===== src/rtl/rsas_pkg.sv =====
package rsas_pkg;

    // Position width and the "not found" code
    localparam int POS_W = 11;
    localparam logic [POS_W-1:0] POS_NONE = '1;

    // Request codes
    localparam logic REQ_LOAD   = 1'b0;
    localparam logic REQ_SEARCH = 1'b1;

    // Input item
    typedef struct packed {
        logic               req_type;
        logic signed [31:0] value;
        logic               last_element;
    } req_item_t;

    // Result item
    typedef struct packed {
        logic signed [POS_W-1:0] position;
        logic                    overflow;
    } rsp_item_t;

    // Search engine status toward the top level
    typedef struct packed {
        logic                    busy;
        logic                    done;
        logic signed [POS_W-1:0] position;
    } rsas_stat_t;

endpackage


===== src/rtl/rsas_search.sv =====
module rsas_search
    import rsas_pkg::*;
#(
    parameter int CW = 11,
    parameter int AW = 10
) (
    input  logic               clk,
    input  logic               rst_n,
    input  logic               start,
    input  logic signed [31:0] target,
    input  logic [CW-1:0]      count,
    input  logic               res_ready,
    output rsas_stat_t         stat,
    output logic [AW-1:0]      raddr,
    input  logic signed [31:0] rdata
);

    // Signed index width: one bit above the count so that -1 fits
    localparam int IW = CW + 1;

    typedef enum logic [6:0] {
        S_IDLE = 7'b0000001,
        S_PHI  = 7'b0000010,
        S_PISS = 7'b0000100,
        S_PCMP = 7'b0001000,
        S_RISS = 7'b0010000,
        S_RCMP = 7'b0100000,
        S_DONE = 7'b1000000
    } state_t;

    state_t                  state_reg, state_next;
    logic signed [IW-1:0]    lo_reg, lo_next;
    logic signed [IW-1:0]    hi_reg, hi_next;
    logic signed [IW-1:0]    piv_reg, piv_next;
    logic signed [IW-1:0]    mid_reg, mid_next;
    logic signed [IW-1:0]    cnt_reg, cnt_next;
    logic signed [31:0]      hval_reg, hval_next;
    logic signed [31:0]      tgt_reg, tgt_next;
    logic                    phase_reg, phase_next;
    logic [POS_W-1:0]        pos_reg, pos_next;
    logic signed [IW-1:0]    mid;
    logic signed [IW-1:0]    count_s;
    logic signed [IW-1:0]    last_idx;

    assign count_s  = $signed({1'b0, count});
    assign last_idx = count_s - IW'(1);
    assign mid      = lo_reg + ((hi_reg - lo_reg) >>> 1);

    // Probe sequencer: pivot search, then up to two range searches
    always_comb
    begin
        state_next = state_reg;
        lo_next    = lo_reg;
        hi_next    = hi_reg;
        piv_next   = piv_reg;
        mid_next   = mid_reg;
        cnt_next   = cnt_reg;
        hval_next  = hval_reg;
        tgt_next   = tgt_reg;
        phase_next = phase_reg;
        pos_next   = pos_reg;
        raddr      = mid[AW-1:0];
        unique case (state_reg)
            S_IDLE:
            begin
                raddr = last_idx[AW-1:0];
                if (start)
                begin
                    tgt_next = target;
                    cnt_next = count_s;
                    lo_next  = '0;
                    hi_next  = last_idx;
                    if (count_s == '0)
                    begin
                        pos_next   = POS_NONE;
                        state_next = S_DONE;
                    end
                    else
                    begin
                        state_next = S_PHI;
                    end
                end
            end
            S_PHI:
            begin
                hval_next  = rdata;
                state_next = S_PISS;
            end
            S_PISS:
            begin
                if (lo_reg < hi_reg)
                begin
                    mid_next   = mid;
                    state_next = S_PCMP;
                end
                else
                begin
                    piv_next   = hi_reg;
                    lo_next    = '0;
                    hi_next    = hi_reg - IW'(1);
                    phase_next = 1'b0;
                    state_next = S_RISS;
                end
            end
            S_PCMP:
            begin
                if (rdata > hval_reg)
                begin
                    lo_next = mid_reg + IW'(1);
                end
                else
                begin
                    hi_next   = mid_reg;
                    hval_next = rdata;
                end
                state_next = S_PISS;
            end
            S_RISS:
            begin
                if (lo_reg <= hi_reg)
                begin
                    mid_next   = mid;
                    state_next = S_RCMP;
                end
                else if (!phase_reg)
                begin
                    lo_next    = piv_reg;
                    hi_next    = cnt_reg - IW'(1);
                    phase_next = 1'b1;
                end
                else
                begin
                    pos_next   = POS_NONE;
                    state_next = S_DONE;
                end
            end
            S_RCMP:
            begin
                if (rdata == tgt_reg)
                begin
                    pos_next   = POS_W'(mid_reg);
                    state_next = S_DONE;
                end
                else
                begin
                    if (rdata < tgt_reg)
                    begin
                        lo_next = mid_reg + IW'(1);
                    end
                    else
                    begin
                        hi_next = mid_reg - IW'(1);
                    end
                    state_next = S_RISS;
                end
            end
            S_DONE:
            begin
                if (res_ready)
                begin
                    state_next = S_IDLE;
                end
            end
            default:
            begin
                state_next = S_IDLE;
            end
        endcase
    end

    // Control state
    always_ff @(posedge clk or negedge rst_n)
    begin
        if (!rst_n)
        begin
            state_reg <= S_IDLE;
        end
        else
        begin
            state_reg <= state_next;
        end
    end

    // Datapath registers
    always_ff @(posedge clk)
    begin
        lo_reg    <= lo_next;
        hi_reg    <= hi_next;
        piv_reg   <= piv_next;
        mid_reg   <= mid_next;
        cnt_reg   <= cnt_next;
        hval_reg  <= hval_next;
        tgt_reg   <= tgt_next;
        phase_reg <= phase_next;
        pos_reg   <= pos_next;
    end

    assign stat.busy     = (state_reg != S_IDLE);
    assign stat.done     = (state_reg == S_DONE);
    assign stat.position = pos_reg;

    // A pivot compare always follows its probe issue
    a_pcmp_order: assert property (@(posedge clk) disable iff (!rst_n)
        state_reg == S_PCMP |-> $past(state_reg) == S_PISS)
        else $error("pivot compare without probe");

    // Pivot probe lies inside the open window
    a_pcmp_window: assert property (@(posedge clk) disable iff (!rst_n)
        state_reg == S_PCMP |-> (lo_reg <= mid_reg && mid_reg < hi_reg))
        else $error("pivot probe outside window");

    // Range probes only touch loaded entries
    a_rcmp_bound: assert property (@(posedge clk) disable iff (!rst_n)
        state_reg == S_RCMP |-> (mid_reg >= 0 && mid_reg < cnt_reg))
        else $error("range probe outside loaded array");

endmodule


===== config.mk =====
export PLATFORM = sky130hd
export DESIGN_NAME = rsas_search
export DESIGN_NICKNAME = d
export VERILOG_FILES = /design/src/rtl/rsas_pkg.sv /design/src/rtl/rsas_search.sv
export SDC_FILE = /design/constraint.sdc
export NUM_CORES = 1
export LEC_CHECK = 0
export ABC_AREA = 0
export ABC_CLOCK_PERIOD_IN_PS = 6500
export BUFFER_PORTS_ARGS = -buffer_cell sky130_fd_sc_hd__buf_2
export CAP_MARGIN = 20
export CORE_MARGIN = 2
export CORE_UTILIZATION = 35
export CTS_CLUSTER_DIAMETER = 200
export DETAILED_ROUTE_END_ITERATION = 7
export PLACE_DENSITY = 0.62
export SYNTH_ARGS = -nofsm -noshare
export SYNTH_HDL_FRONTEND = slang
export SYNTH_SLANG_ARGS = --single-unit

===== constraint.sdc =====
create_clock -name clk -period 6.5 [get_ports clk]
set_input_delay 0.65 -clock clk [delete_from_list [all_inputs] [get_ports clk]]
set_output_delay 0.65 -clock clk [all_outputs]
set_load 0.02 [all_outputs]

==> impl_metrics.env, run 1 <==
export IMPL_drv_cap=0
export IMPL_ctsHoldBuffers=0
export IMPL_gp_congestion=0.904
export IMPL_drt_initial_drc_count=607
export IMPL_setup_worst_path_end_class="output port"
export IMPL_io_buffers=101
export IMPL_grtUsageTotal_pct=17.9
export IMPL_swShare_pct=45.2
export IMPL_ys_warn_count=0
export IMPL_cts_setup_buffers=0
export IMPL_cts_tree="yes"
export IMPL_drive_gt1_share_pct=17.1
export IMPL_synthToLayoutAreaGrowth_pct=16.6
export IMPL_wl_per_cell_microns=17.9
export IMPL_final_util_pct=41.5
export IMPL_nets=1128
export IMPL_cts_sinks=142
export IMPL_skew_ps=15.4
export IMPL_die_y_microns=164
export IMPL_p_switching_mw=2.68
export IMPL_insertion_delay_ps=440
export IMPL_status="complete, no violations"
export IMPL_die_area_sq_um=26800
export IMPL_synth_top_flop_cell="edfxtp_1"
export IMPL_max_clock_path_buffers=2
export IMPL_pin_count=102
export IMPL_clk_pin_slew_ps=70
export IMPL_irDropWorstVdd_uv=486
export IMPL_core_area_sq_um=25100
export IMPL_arrival_ps=4480
export IMPL_final_cell_mix="edfxtp_1, buf_2, ha_1"
export IMPL_yosys_area_top_type="edfxtp_1"
export IMPL_grt_setup_unrepaired="false"
export IMPL_hold_slack_ps=40.2
export IMPL_period_minus_slack_ps=5130
export IMPL_ant_nets=0
export IMPL_total_power_mw=5.93
export IMPL_synthTopCellsByArea="edfxtp_1, ha_1, inv_1, xnor2_1, a21oi_1"
export IMPL_clockPowerShare_pct=16.0
export IMPL_via_per_inst=5.39
export IMPL_num_rows=58
export IMPL_worst_pin_slew_ps=1080
export IMPL_pwr_density_cell_nw_per_um2=569
export IMPL_yosys_area_top_type_share_pct=45.4
export IMPL_hold_viol=0
export IMPL_cts_made_buffers=17
export IMPL_crit_fanout=4
export IMPL_drt_pass1_iter_count=7
export IMPL_post_dp_cell_area_sq_um=9840
export IMPL_grt_remaining_overflow=0
export IMPL_cellLeakagePower_nw=4.21
export IMPL_grt_max_degree=45
export IMPL_async_flop_share_pct=4.93
export IMPL_cts_resized=0
export IMPL_final_cells=1299
export IMPL_min_path_type="in2async"
export IMPL_setup_viol=0
export IMPL_intPower_mw=3.25
export IMPL_dp_worst_setup_slack_ps=1890
export IMPL_synth_nets=1023
export IMPL_pwr_share_comb_pct=56.4
export IMPL_via_count=7003
export IMPL_die_w_microns=164
export IMPL_synth_distinct_cells=74
export IMPL_ys_seq_area_share_pct=47.3
export IMPL_timing_final_ws_setup_ps=1370
export IMPL_synth_area_sq_um=8940
export IMPL_path_class="reg2out"
export IMPL_fillCellCount=2434
export IMPL_dp_hpwl_microns=17600
export IMPL_p_seq_share_pct=27.6
export IMPL_dp_cells=1265
export IMPL_slew_viol_final=0
export IMPL_timing_final_crit_share_pct=78.9
export IMPL_start_util_pct=35.6
export IMPL_cts_root_buf="clkbuf_16"
export IMPL_drc=0
export IMPL_post_synth_cell_area_avg_sq_um=10.5
export IMPL_finalWirelength_microns=23300
export IMPL_final_cell_area_sq_um=10400
export IMPL_grt_pass1_vias=6748
export IMPL_timing_fmax_ghz=0.195
export IMPL_cts_htree_levels=4
export IMPL_ys_seq_elements=142
export IMPL_relSlewSlack_pct=26.0
export IMPL_syn_inst=850
export IMPL_tns_ps=0
export IMPL_start_kind="flop"
export IMPL_grt_pass1_wl_microns=36600
export IMPL_antenna_found_initial=1
export IMPL_final_common_cell="edfxtp_1"
export IMPL_synth_edf_count=135
export IMPL_required_ps=5850
==> worst paths after layout <==
kind                                    from           end  slack, ps  cells after the start
worst max register to register  state_reg[4]     hi_reg[8]       2060                     11
worst min register to register     hi_reg[0]    piv_reg[0]        520                      0
worst max-delay path               hi_reg[0]      raddr[8]       1370                     13
worst min-delay path                   rst_n  state_reg[4]         40                      1
max in group asynchronous              rst_n  state_reg[0]       6230                      1
min in group clk                   target[6]    tgt_reg[6]        380                      1
==> critical path, cell delays in order, from the launching register on <==
cell,delay [ps]
edfxtp_1,430
inv_1,100
ha_1,180
inv_1,60
fa_1,460
ha_1,240
fa_1,420
a21o_1,200
a21oi_1,230
o21bai_1,140
a2111oi_0,970
nor3b_1,160
o31ai_1,270
buf_2,200
==> cell usage after synthesis (5+ instances only) <==
cell / instances
o211ai_1: 9
and3_1: 7
nor4_1: 13
clkbuf_1: 20
a221oi_1: 7
nor2b_1: 6
xor2_1: 25
edfxtp_1: 135
or3_1: 15
a31oi_1: 5
a21o_1: 12
nand3_1: 24
or4_1: 7
nor2_1: 53
xnor2_1: 34
inv_1: 91
nand4_1: 12
a21oi_1: 51
dfrtp_1: 6
ha_1: 92
nor3_1: 19
a211oi_1: 8
o21ai_0: 41
nand2_1: 66
o22ai_1: 5
==> kinds of logic (layout without fill, tap and decap cells) <==
family	after synthesis	after routing	share of synthesized area, %
AO/OA/AOI/OAI	184	184	13.6
buffers and inverters	117	235	5.04
XOR/XNOR	60	60	6.03
flip-flops	142	142	47.3
multiplexers	2	2	0.238
AND/OR/NAND/NOR	251	251	14.4
other	0	1	0
adder cells (fa/ha/maj)	94	94	13.3
==> layout make-up <==
class / instances / area (sq um) / share of cell area, %
Tap cell: 330 / 413 / 3.96
Clock buffer: 17 / 425 / 4.08
Inverter: 92 / 345 / 3.31
Sequential cell: 142 / 4230 / 40.6
Multi-Input combinational cell: 591 / 4270 / 41.0
Antenna cell: 1 / 2.50 / 0.0240
Timing Repair Buffer: 111 / 597 / 5.73
Clock inverter: 15 / 140 / 1.34
==> power groups by stage <==
| stage | Combinational, mW | Sequential, mW | Clock, mW |
|---|---|---|---|
| floorplan | 2.46 | 1.57 | 0 |
| global placement | 3.23 | 1.65 | 0 |
| detailed placement | 3.30 | 1.65 | 0 |
| CTS | 3.33 | 1.64 | 0.965 |
| global route | 3.76 | 1.66 | 1.01 |
| finish | 3.35 | 1.64 | 0.949 |
==> routing by layer <==
metal	vias to the layer above	global-route usage (%)	part of all wire, %
li1	3370	-	-
met1	3343	24.2	45
met2	251	28.5	46
met3	39	3.74	7.2
met4	0	6.46	2.5
met5	-	0	0
(Power assumes the default switching activity.)
==> inputs of run 2 (changes only) <==
--- a/config.mk
+++ b/config.mk
@@ -6,14 +6,14 @@
 export NUM_CORES = 1
 export LEC_CHECK = 0
 export ABC_AREA = 0
-export ABC_CLOCK_PERIOD_IN_PS = 6500
+export ABC_CLOCK_PERIOD_IN_PS = 4700
 export BUFFER_PORTS_ARGS = -buffer_cell sky130_fd_sc_hd__buf_2
 export CAP_MARGIN = 20
 export CORE_MARGIN = 2
 export CORE_UTILIZATION = 35
 export CTS_CLUSTER_DIAMETER = 200
 export DETAILED_ROUTE_END_ITERATION = 7
-export PLACE_DENSITY = 0.62
+export PLACE_DENSITY = 0.64
 export SYNTH_ARGS = -nofsm -noshare
 export SYNTH_HDL_FRONTEND = slang
 export SYNTH_SLANG_ARGS = --single-unit
==> constraint.sdc (replaced) <==
create_clock -name clk -period 4.7 [get_ports clk]
set_input_delay 0.47 -clock clk [delete_from_list [all_inputs] [get_ports clk]]
set_output_delay 0.47 -clock clk [all_outputs]
set_load 0.02 [all_outputs]
==> run 2 against run 1 <==
First-iteration DRC count shrank 6.6%. Sequential share of layout area shrank 0.078 points. Global-route usage shrank 0.30 points. Critical path depth grew 1. Via count shrank 1.3%. Largest power group unchanged. Critical path type unchanged. Wire length shrank 2.3%. Power grew 39%. Sequential power grew 38%.
==> impl_metrics.env, run 2 (same netlist as run 1, synthesis figures left out) <==
export IMPL_irDropWorstVdd_uv=560
export IMPL_cts_resized=0
export IMPL_path_class="reg2out"
export IMPL_timing_fmax_ghz=0.226
export IMPL_start_util_pct=35.6
export IMPL_hold_path_end="tgt_reg[7]"
export IMPL_worst_pin_slew_ps=1030
export IMPL_hold_viol=0
export IMPL_via_per_inst=5.32
export IMPL_seqCellArea_sq_um=4230
export IMPL_cts_tree="yes"
export IMPL_cts_made_buffers=17
export IMPL_holdPathStages=1
export IMPL_ant_nets=0
export IMPL_slew_viol_final=0
export IMPL_drt_initial_drc_count=567
export IMPL_clk_pin_slew_ps=70
export IMPL_grt_max_degree=45
export IMPL_die_w_microns=164
export IMPL_max_clock_path_buffers=2
export IMPL_die_area_sq_um=26800
export IMPL_io_buffers=101
export IMPL_slowest_stage="fa_1"
export IMPL_grt_pass1_wl_microns=36200
export IMPL_final_cell_mix="edfxtp_1, buf_2, ha_1"
export IMPL_drive_gt1_share_pct=17.0
export IMPL_crit_buf_inv=4
export IMPL_hold_slack_ps=214
export IMPL_drc=0
export IMPL_timing_final_ws_setup_ps=277
export IMPL_antenna_found_initial=0
export IMPL_finalWirelength_microns=22800
export IMPL_cts_sinks=142
export IMPL_tns_ps=0
export IMPL_relSlewSlack_pct=31.3
export IMPL_synthToLayoutAreaGrowth_pct=16.8
export IMPL_final_cell_area_sq_um=10400
export IMPL_worstPathCellList="inv_1 > ha_1 > inv_1 > fa_1 > ha_1 > fa_1 > a21o_1 > a21oi_1 > o21bai_1 > a2111oi_0 > buf_4 > nor3b_1 > o31ai_1 > buf_2"
export IMPL_gp_congestion=0.886
export IMPL_reg2reg_slack_ps=670
export IMPL_grt_setup_unrepaired="false"
export IMPL_multiInputGateArea_sq_um=4280
export IMPL_setup_viol=0
export IMPL_drt_pass1_iter_count=6
export IMPL_grt_remaining_overflow=0
export IMPL_min_path_type="in2reg"
export IMPL_grtUsageTotal_pct=17.6
export IMPL_timing_final_crit_share_pct=94.1
export IMPL_arrival_ps=3950
export IMPL_worstHoldStart="target[7]"
export IMPL_antenna_cells=0
export IMPL_rr_worst_depth=10
export IMPL_cellLeakagePower_nw=4.20
export IMPL_timing_rr_end="hi_reg[8]"
export IMPL_nets=1129
export IMPL_setup_worst_path_end_class="output port"
export IMPL_cts_htree_levels=4
export IMPL_wl_per_cell_microns=17.5
export IMPL_required_ps=4230
export IMPL_status="complete, no violations"
export IMPL_worstReg2RegStart="state_reg[4]"
export IMPL_slowest_delay_ps=440
export IMPL_dp_worst_setup_slack_ps=722
export IMPL_core_area_sq_um=25100
export IMPL_insertion_delay_ps=430
export IMPL_crit_fanout=4
export IMPL_dp_hpwl_microns=17600
export IMPL_cts_root_buf="clkbuf_16"
export IMPL_pin_count=102
export IMPL_drv_cap=0
export IMPL_post_dp_cell_area_sq_um=9840
export IMPL_die_y_microns=164
export IMPL_start_kind="flop"
export IMPL_fillCellCount=2426
export IMPL_pwr_density_cell_nw_per_um2=788
export IMPL_via_count=6913
export IMPL_num_rows=58
export IMPL_final_common_cell="edfxtp_1"
export IMPL_cp_top_family="adder cells"
export IMPL_period_minus_slack_ps=4420
export IMPL_grt_pass1_vias=6871
export IMPL_skew_ps=10.3
==> run 2: changes by cell type in the layout (fill, tap and decap cells not counted) <==
| cell | previous run | this run |
|---|---|---|
| clkinv_2 | 1 | 0 |
| diode_2 | 1 | 0 |
| dlygate4sd3_1 | 0 | 1 |
| inv_8 | 5 | 2 |
| clkinv_1 | 1 | 2 |
| buf_4 | 8 | 9 |
| nor3_4 | 0 | 1 |
| bufinv_16 | 0 | 1 |
| clkinvlp_4 | 0 | 2 |
| buf_6 | 1 | 0 |
| nor3_2 | 2 | 1 |
==> run 2: worst max-delay path by stage <==
stage                     end  slack (ps)          from  depth (start not counted)
floorplan            raddr[8]         610     hi_reg[0]                         12
global placement     raddr[8]         770     hi_reg[0]                         14
detailed placement  hi_reg[8]         720  state_reg[4]                         10
CTS                  raddr[8]         280     hi_reg[0]                         14
global route         raddr[8]          60     hi_reg[0]                         14
finish               raddr[8]         280     hi_reg[0]                         14
==> run 2: area by class of cell <==
type / count / area share, %
clock buffer: 17 / 4.07
tap: 330 / 3.95
timing repair buffer: 112 / 5.77
inverter: 92 / 3.31
multi-input combinational: 591 / 40.9
sequential: 142 / 40.5
clock inverter: 15 / 1.44
==> run 2: where the power goes <==
group          switching (mW)  internal [mW]
Sequential              0.273           1.99
Combinational            2.81           1.83
Clock                   0.584          0.746
==> run 2: metrics by stage <==
stage | total power, mW | util, % | std cells
floorplan | 5.56 | - | 850
global placement | 6.79 | 39.2 | 1265
detailed placement | 6.87 | 39.2 | 1265
CTS | 8.24 | 41.5 | 1298
global route | 8.92 | 41.6 | 1299
finish | 8.23 | 41.6 | 1299
==> run 2: what timing repair did <==
| action | CTS | global route |
|---|---|---|
| endpoints found under the hold margin | 6 | 0 |
| hold buffers | 1 | 0 |
| setup buffers | 0 | 0 |
==> run 2: per-layer routing <==
layer | track usage, % | share of wire, % | up-vias | routed length, microns
li1 | - | - | 3362 | -
met1 | 22.9 | 44 | 3267 | 10100
met2 | 28.1 | 46 | 239 | 10400
met3 | 4.34 | 6.9 | 45 | 1570
met4 | 7.26 | 3.1 | 0 | 698
met5 | 0 | 0 | - | 0
